`src/hdl/fsgp_pkg.sv`:
```
package fsgp_pkg;

    // grid defaults
    localparam int GRID_W_DEF = 64;
    localparam int GRID_H_DEF = 64;

    // field widths
    localparam int CELL_W   = 8;
    localparam int COORD_W  = 6;
    localparam int FUNC_W   = 2;
    localparam int MOVES_W  = 13;
    localparam int DIM_W    = 7;
    localparam int LFSR_W   = 16;

    // configuration port
    localparam int APB_AW = 5;
    localparam int APB_DW = 32;

    // dimension limits
    localparam int MIN_COLS = 2;
    localparam int MIN_ROWS = 3;

    // register reset values
    localparam logic [DIM_W-1:0]  WIDTH_RST  = 7'd64;
    localparam logic [DIM_W-1:0]  HEIGHT_RST = 7'd64;
    localparam logic [CELL_W-1:0] VOID_RST   = 8'd0;
    localparam logic [CELL_W-1:0] SAND_RST   = 8'd1;
    localparam logic [CELL_W-1:0] WATER_RST  = 8'd2;
    localparam logic [LFSR_W-1:0] SEED_RST   = 16'd44257;

    typedef enum logic [2:0] {
        REG_WIDTH  = 3'd0,
        REG_HEIGHT = 3'd1,
        REG_VOID   = 3'd2,
        REG_SAND   = 3'd3,
        REG_WATER  = 3'd4,
        REG_SEED   = 3'd5
    } reg_idx_t;

    typedef enum logic [FUNC_W-1:0] {
        FUNC_WRITE = 2'd0,
        FUNC_READ  = 2'd1,
        FUNC_PASS  = 2'd2
    } func_t;

    typedef enum logic [3:0] {
        S_IDLE,
        S_EXEC,
        S_RDATA,
        S_CHK_SRC,
        S_GOT_D,
        S_GOT_L,
        S_GOT_R,
        S_WR2,
        S_DONE
    } state_t;

    typedef struct packed {
        logic [DIM_W-1:0]  width_in_use;
        logic [DIM_W-1:0]  height_in_use;
        logic [CELL_W-1:0] void_code;
        logic [CELL_W-1:0] sand_code;
        logic [CELL_W-1:0] water_code;
        logic [LFSR_W-1:0] random_seed;
        logic              seed_load;
        logic [LFSR_W-1:0] seed_data;
    } cfg_t;

    // clamp a dimension register into [lo, hi]
    function automatic int clamp_dim(logic [DIM_W-1:0] v, int lo, int hi);
        int r;
        r = int'(v);
        if (r < lo)
        begin
            r = lo;
        end
        if (r > hi)
        begin
            r = hi;
        end
        return r;
    endfunction

endpackage

```
`src/hdl/fsgp_regs.sv`:
```
module fsgp_regs import fsgp_pkg::*; (
    input  logic              clk,
    input  logic              rst_n,
    input  logic              psel,
    input  logic              penable,
    input  logic              pwrite,
    input  logic [APB_AW-1:0] paddr,
    input  logic [APB_DW-1:0] pwdata,
    output logic [APB_DW-1:0] prdata,
    output cfg_t              cfg
);

    logic [DIM_W-1:0]  width_reg;
    logic [DIM_W-1:0]  height_reg;
    logic [CELL_W-1:0] void_reg;
    logic [CELL_W-1:0] sand_reg;
    logic [CELL_W-1:0] water_reg;
    logic [LFSR_W-1:0] seed_reg;
    logic              wr_en;
    reg_idx_t          idx;

    assign wr_en = psel && penable && pwrite;
    assign idx   = reg_idx_t'(paddr[4:2]);

    always_ff @(posedge clk or negedge rst_n)
    begin
        if (!rst_n)
        begin
            width_reg  <= WIDTH_RST;
            height_reg <= HEIGHT_RST;
            void_reg   <= VOID_RST;
            sand_reg   <= SAND_RST;
            water_reg  <= WATER_RST;
            seed_reg   <= SEED_RST;
        end
        else if (wr_en)
        begin
            case (idx)
                REG_WIDTH:  width_reg  <= pwdata[DIM_W-1:0];
                REG_HEIGHT: height_reg <= pwdata[DIM_W-1:0];
                REG_VOID:   void_reg   <= pwdata[CELL_W-1:0];
                REG_SAND:   sand_reg   <= pwdata[CELL_W-1:0];
                REG_WATER:  water_reg  <= pwdata[CELL_W-1:0];
                REG_SEED:   seed_reg   <= pwdata[LFSR_W-1:0];
                default:    ;
            endcase
        end
    end

    always_comb
    begin
        case (idx)
            REG_WIDTH:  prdata = APB_DW'(width_reg);
            REG_HEIGHT: prdata = APB_DW'(height_reg);
            REG_VOID:   prdata = APB_DW'(void_reg);
            REG_SAND:   prdata = APB_DW'(sand_reg);
            REG_WATER:  prdata = APB_DW'(water_reg);
            REG_SEED:   prdata = APB_DW'(seed_reg);
            default:    prdata = '0;
        endcase
    end

    assign cfg.width_in_use  = width_reg;
    assign cfg.height_in_use = height_reg;
    assign cfg.void_code     = void_reg;
    assign cfg.sand_code     = sand_reg;
    assign cfg.water_code    = water_reg;
    assign cfg.random_seed   = seed_reg;
    assign cfg.seed_load     = wr_en && (idx == REG_SEED);
    assign cfg.seed_data     = pwdata[LFSR_W-1:0];

endmodule

```
`config.mk`:
```
export PLATFORM = sky130hd
export DESIGN_NAME = fsgp_regs
export DESIGN_NICKNAME = d
export VERILOG_FILES = /design/src/hdl/fsgp_pkg.sv /design/src/hdl/fsgp_regs.sv
export SDC_FILE = /design/constraint.sdc
export NUM_CORES = 1
export LEC_CHECK = 0
export ABC_AREA = 1
export BUFFER_PORTS_ARGS = -buffer_cell sky130_fd_sc_hd__clkbuf_2
export CAP_MARGIN = 20
export CORE_UTILIZATION = 46
export DETAILED_ROUTE_END_ITERATION = 8
export PLACE_DENSITY = 0.8
export SYNTH_ARGS = -nofsm -noshare
export SYNTH_HDL_FRONTEND = slang
export SYNTH_SLANG_ARGS = --single-unit
export TNS_END_PERCENT = 5
```
`constraint.sdc`:
```
create_clock -name clk -period 1.6 [get_ports clk]
set_input_delay 0.4 -clock clk [delete_from_list [all_inputs] [get_ports clk]]
set_output_delay 0.4 -clock clk [all_outputs]
set_load 0.02 [all_outputs]
```
==> impl_metrics.tcl, run 1 <==
set metrics [dict create \
    worst_setup_hold_path_clk_slew_ns 0.10 \
    antenna_found_initial 0 \
    gr-usage-all-layers_pct 25.24 \
    ys_async_sr_fraction_pct 100.0 \
    final_net_count 523 \
    synth.cell_area_sq_mm 0.002947 \
    hold_violations 0 \
    detailroute.via_count 2920 \
    fmax_ghz 0.5860 \
    critical_path.endpoint_type "primary output" \
    globalplace.congestion 0.8086 \
    first_global_vias 2588 \
    util_after_layout_pct 62.99 \
    cts_tree "built" \
    die_x_um 82.04 \
    synth.distinct_cells 24 \
    synth.avg_cell_area_sq_um 8.029 \
    remaining_drcs 0 \
    cap_viol_max_count 0 \
    num-fill-cells 522 \
    intPower_mw 2.512 \
    top_level_ports 145 \
    clkSinkCount 54 \
    hold_class "input pin to asynchronous set/reset pin" \
    avgViaCountPerCell 5.242 \
    rsz0062_at_grt "true" \
    largest_register_ffs 16 \
    power.leakage_nw 2.103 \
    finalPower_mw 4.167 \
    drt_pre_antenna_iters 4 \
    diodes 0 \
    insertion_delay_ns 0.31 \
    worstSetupStartpointType "flip-flop" \
    result_of_the_run "complete, but fails checks" \
    synth.most_common_cell "sky130_fd_sc_hd__nand2_1" \
    power_dissipated_by_switching_net_loads_mw 1.655 \
    power.combinational.fraction_pct 35.8 \
    detail_route.wirelength_um 8300 \
    synth_flop_cell "sky130_fd_sc_hd__dfrtp_1" \
    min_period_ns 1.706 \
    final.hold.worst_slack_ns 0.05471 \
    layout-drive-gt1-share_pct 41.49 \
    chipHeight_um 82.04 \
    netlist_top_cells_count "sky130_fd_sc_hd__nand2_1, sky130_fd_sc_hd__dfrtp_1, sky130_fd_sc_hd__o21ai_0, sky130_fd_sc_hd__buf_4, sky130_fd_sc_hd__inv_1" \
    violations "negative setup slack" \
    timing_worst_setup_path_type "flip-flop to primary output" \
    fin_skew_ns 0 \
    max-clock-path-buffers 2 \
    ant_nets 0 \
    max_slew_violation_count 0 \
    dp_hpwl_um 5874 \
    finalWorstSetupSlack_ns -0.1064 \
    rows 28 \
    yosysTopAreaCell "sky130_fd_sc_hd__dfrtp_1" \
    area_growth_pct 29.55 \
    vdd.ir_drop.worst_mv 0.7586 \
    grt_first_pass_wirelength_um 12600 \
    min_period_over_period_pct 106.6 \
    synth.top_cells.by_area "sky130_fd_sc_hd__dfrtp_1, sky130_fd_sc_hd__nand2_1, sky130_fd_sc_hd__dfstp_2, sky130_fd_sc_hd__buf_4, sky130_fd_sc_hd__o21ai_0" \
    numPortBuffers 110 \
    worstPathArrival_ns 1.31 \
    crit_required_ns 1.20 \
    synth.ff_latch_count 54 \
    route.detailed.wl_per_inst_um 14.90 \
    post-synth-top-area-fraction_pct 35.67 \
    dieArea_sq_mm 0.006730 \
    ctsRootBufferMaster "sky130_fd_sc_hd__clkbuf_8" \
    initialDrtViolationCount 216 \
    post_synth_edffs 0 \
    cts-htree-levels 2 \
    cts_buffers 5 \
    gr-total-overflow 0 \
    p_seq_share_pct 45.4 \
    power.share.clock_pct 18.8 \
    setup_viol 8 \
    synth_cells 367 \
    grt_start_max_net_pins 55 \
    initial_core_util_pct 48.62 \
    portion_of_the_post_synthesis_area_used_by_sequential_elements_pct 46.37 \
    power_density_mw_per_mm2 1092 \
    core_sq_mm 0.006061 \
    ys_warnings 0 \
    cp_max_fo 2 \
    power.switching_fraction_pct 39.72 \
]
-- placed cells by master, fill, tap and decap left out --
master / Yosys / layout
sky130_fd_sc_hd__dfrtp_1: 42 / 42
sky130_fd_sc_hd__inv_1: 26 / 25
sky130_fd_sc_hd__o21ai_0: 40 / 39
sky130_fd_sc_hd__nand3_2: 4 / 5
sky130_fd_sc_hd__nor2_1: 23 / 18
sky130_fd_sc_hd__dfstp_2: 12 / 12
sky130_fd_sc_hd__o21ai_1: 7 / 7
sky130_fd_sc_hd__nand4_1: 16 / 16
sky130_fd_sc_hd__nand2_4: 1 / 1
sky130_fd_sc_hd__inv_8: 0 / 1
sky130_fd_sc_hd__a21oi_1: 6 / 6
sky130_fd_sc_hd__clkbuf_8: 0 / 8
sky130_fd_sc_hd__clkbuf_1: 6 / 1
sky130_fd_sc_hd__inv_4: 1 / 1
sky130_fd_sc_hd__buf_2: 4 / 2
sky130_fd_sc_hd__inv_2: 2 / 2
sky130_fd_sc_hd__o21ai_2: 7 / 8
sky130_fd_sc_hd__buf_12: 0 / 2
sky130_fd_sc_hd__clkinv_4: 0 / 1
sky130_fd_sc_hd__buf_8: 0 / 2
sky130_fd_sc_hd__nor2_2: 3 / 7
sky130_fd_sc_hd__conb_1: 1 / 16
sky130_fd_sc_hd__nand3_1: 18 / 16
sky130_fd_sc_hd__buf_6: 4 / 10
sky130_fd_sc_hd__buf_4: 35 / 28
sky130_fd_sc_hd__nand2_1: 104 / 96
sky130_fd_sc_hd__nand2_2: 2 / 10
sky130_fd_sc_hd__nand3_4: 0 / 1
sky130_fd_sc_hd__inv_6: 0 / 1
sky130_fd_sc_hd__nor3_4: 1 / 1
sky130_fd_sc_hd__clkbuf_2: 0 / 94
sky130_fd_sc_hd__nor2_4: 2 / 3
-- routing by layer --
layer / vias up / part of all wire, % / GRT usage, %
met5: - / 0 / 0
met4: 0 / 3.5 / 10.53
met3: 29 / 7.4 / 4.556
met2: 138 / 48 / 41.57
met1: 1379 / 41 / 32.49
li1: 1374 / - / -
-- cells by family after synthesis --
group / Yosys count / synth area share (%)
simple gates: 174 / 26.75
buf+inv: 78 / 15.67
compound gates: 60 / 11.08
flops: 54 / 46.37
other cells: 1 / 0.1273
-- power by group through the flow --
stage	registers (mW)	clock network (mW)	logic, mW
3_3_place_gp	1.90	0	1.34
2_1_floorplan	2.22	0	0.559
4_1_cts	1.88	0.794	1.45
5_1_grt	1.92	0.837	1.63
3_5_place_dp	1.91	0	1.38
6_report	1.89	0.784	1.49
-- worst paths after layout --
| kind | start | endpoint | slack (ns) | cells after the start |
|---|---|---|---|---|
| worst max register to register | seed_reg[5] | seed_reg[5] | 0.74 | 3 |
| worst max-delay path | seed_reg[7] | prdata[7] | -0.11 | 5 |
| max in group asynchronous | rst_n | width_reg[6] | 1.24 | 2 |
| worst min-delay path | rst_n | seed_reg[9] | 0.05 | 2 |
| min in group clk | pwdata[10] | seed_reg[10] | 0.29 | 3 |
| worst min register to register | width_reg[6] | width_reg[6] | 0.50 | 2 |
-- layout make-up --
| cell class | count | area [sq um] | share of cell area, % |
|---|---|---|---|
| multi-input combinational | 250 | 1234 | 32.32 |
| inverter | 29 | 118.9 | 3.114 |
| clock inverter | 2 | 17.52 | 0.4589 |
| tap | 75 | 93.84 | 2.458 |
| timing repair buffer | 141 | 914.6 | 23.96 |
| sequential | 54 | 1366 | 35.79 |
| clock buffer | 6 | 72.57 | 1.901 |
-- per-stage QoR --
stage | setup slack, ns | cell area, sq um | TNS, ns | instances
after floorplan | -0.03828 | 3018 | -0.4560 | 382
after global placement | -0.2102 | 3517 | -3.327 | 544
after detailed placement | -0.2335 | 3517 | -4.315 | 544
after CTS | -0.09590 | 3711 | -1.299 | 556
after global routing | -0.1504 | 3817 | -0.9725 | 557
final | -0.1064 | 3817 | -0.5085 | 557
-- worst max-delay path, cell delays in order (launching register included) --
cell,delay [ns]
sky130_fd_sc_hd__dfstp_2,0.55
sky130_fd_sc_hd__inv_2,0.04
sky130_fd_sc_hd__o21ai_2,0.10
sky130_fd_sc_hd__inv_1,0.06
sky130_fd_sc_hd__nand2_1,0.09
sky130_fd_sc_hd__clkbuf_8,0.15
-- timing repair --
item | CTS | global route
cloned | 0 | 0
pin swaps | 5 | 15
hold buffers | 0 | 0
setup endpoints to repair | 17 | 17
endpoints found under the hold margin | 0 | 0
setup buffers | 4 | 1
gates resized for setup | 20 | 42
(Power assumes the default switching activity.)
==> run 2: changes to the inputs <==
Settings changed: PLACE_DENSITY 0.8 to 0.76.
==> impl_metrics.tcl, run 2 (synthesis gave the netlist of run 1 again) <==
set metrics [dict create \
    hold_violations 0 \
    place.detailed.instances 544 \
    ant_nets 0 \
    violations "negative setup slack" \
    vdd.ir_drop.worst_mv 0.6126 \
    cp_cell_sequence "nand4_1 -> nand2_1 -> nor2_1 -> nand2_1 -> clkbuf_8" \
    cts_tree "built" \
    dp_hpwl_um 5687 \
    gr-usage-all-layers_pct 23.38 \
    detailroute.via_count 2807 \
    crit_required_ns 1.20 \
    cp_max_fo 2 \
    mostFrequentLayoutCells "sky130_fd_sc_hd__nand2_1, sky130_fd_sc_hd__clkbuf_2, sky130_fd_sc_hd__dfrtp_1" \
    hold_class "input pin to flip-flop" \
    max_slew_violation_count 0 \
    max-clock-path-buffers 2 \
    fin_cells 557 \
    gr-total-overflow 0 \
    power.leakage_nw 2.115 \
    route.detailed.wl_per_inst_um 13.66 \
    first_global_vias 2471 \
    rows 28 \
    setup_viol 8 \
    die_x_um 82.04 \
    final_net_count 523 \
    layout-drive-gt1-share_pct 41.29 \
    core_sq_mm 0.006061 \
    initialDrtViolationCount 211 \
    min_period_over_period_pct 105.7 \
    power_density_mw_per_mm2 1079 \
    initial_core_util_pct 48.62 \
    layout_commonest_cell "sky130_fd_sc_hd__nand2_1" \
    place_area_sq_mm 0.003530 \
    area_growth_pct 30.49 \
    antenna_found_initial 0 \
    worst_setup_hold_path_clk_slew_ns 0.09 \
    critical_path.endpoint_type "primary output" \
    rsz0062_at_grt "true" \
    ctsRootBufferMaster "sky130_fd_sc_hd__clkbuf_8" \
    chipHeight_um 82.04 \
    num-fill-cells 523 \
    cts-htree-levels 2 \
    numPortBuffers 110 \
    worstPathArrival_ns 1.29 \
    finalWorstSetupSlack_ns -0.09149 \
    globalplace.congestion 0.8019 \
    detail_route.wirelength_um 7607 \
    worst_path_most_repeated_cell "sky130_fd_sc_hd__nand2_1" \
    insertion_delay_ns 0.30 \
    cap_viol_max_count 0 \
    drt_pre_antenna_iters 5 \
    clkSinkCount 54 \
    diodes 0 \
    worstSetupStartpointType "flip-flop" \
    fin_skew_ns 0 \
    remaining_drcs 0 \
    dieArea_sq_mm 0.006730 \
    cts_buffers 5 \
    fmax_ghz 0.5912 \
    largest_register_ffs 16 \
    min_period_ns 1.691 \
    avgViaCountPerCell 5.039 \
    finalPower_mw 4.147 \
    slowest_stage "sky130_fd_sc_hd__dfstp_2" \
    grt_start_max_net_pins 42 \
    grt_first_pass_wirelength_um 11790 \
    crit_path_max_incr_delay_ns 0.55 \
    timing_worst_setup_path_type "flip-flop to primary output" \
    reg2reg_slack_ns 0.75 \
    fin_area_sq_mm 0.003845 \
    top_level_ports 145 \
    result_of_the_run "complete, but fails checks" \
]
[run 2: changes by cell type in the layout (fill, tap and decap cells not counted), moves of 2 or more]
cell / delta
sky130_fd_sc_hd__buf_8: -2
sky130_fd_sc_hd__nor2_1: -3
sky130_fd_sc_hd__nand3_2: -2
sky130_fd_sc_hd__nor2_2: +3
sky130_fd_sc_hd__clkbuf_8: +6
sky130_fd_sc_hd__nand3_1: +2
sky130_fd_sc_hd__buf_2: -2
sky130_fd_sc_hd__buf_6: -4
[run 2: final cells by class]
| cell class | instances | area [sq um] | area share (%) |
|---|---|---|---|
| clock buffer | 7 | 86.33 | 2.245 |
| timing repair buffer | 141 | 940.9 | 24.47 |
| inverter | 29 | 123.9 | 3.222 |
| tap | 75 | 93.84 | 2.441 |
| clock inverter | 1 | 5.005 | 0.1302 |
| multi-input combinational | 250 | 1229 | 31.96 |
| sequential | 54 | 1366 | 35.54 |
[run 2: routing by layer]
layer  global-route usage (%)  vias up  wire length (um)
li1                         -     1367                 -
met1                    31.12     1328              3336
met2                    38.93      104              3790
met3                    3.667        8               393
met4                    7.193        0                87
met5                        0        -                 0
[run 2: worst max-delay path, delay by kind of cell, from the launching register on]
kind,cells,cell delay [ns]
flip-flops,1,0.55
AND/OR/NAND/NOR,4,0.29
buffers and inverters,1,0.14
[run 2: path summary, 6_finish.rpt]
check                               from       endpoint  cells after the start
hold / removal                pwdata[11]   seed_reg[11]                      3
max in group asynchronous          rst_n    seed_reg[5]                      3
setup / recovery             seed_reg[0]      prdata[0]                      5
hold reg to reg            height_reg[6]  height_reg[6]                      2
min in group asynchronous          rst_n    sand_reg[3]                      2
setup reg to reg            seed_reg[13]   seed_reg[13]                      2
[run 2: report_power, final]
part	total, mW	internal, mW	switching, mW
combinational	1.48	0.514	0.961
sequential	1.89	1.68	0.205
clock	0.784	0.350	0.434
[run 2: per-stage QoR]
stage	utilization, %	setup WS (ns)	hold WS [ns]	setup TNS [ns]
floorplan	-	-0.03828	0.1044	-0.4560
global placement	58.24	-0.2332	0.3317	-3.173
detailed placement	58.24	-0.2909	0.3328	-4.321
CTS	62.49	-0.09728	0.3027	-0.4924
global route	63.44	-0.1362	0.3128	-0.9073
finish	63.44	-0.09149	0.3070	-0.3576
[run 2: timing repair]
item | CTS | global route
endpoints found under the setup margin | 17 | 16
gates resized for setup | 32 | 26
pin swaps | 7 | 7
setup buffers | 4 | 0
hold buffers | 1 | 0
endpoints found under the hold margin | 3 | 0
cloned | 0 | 0
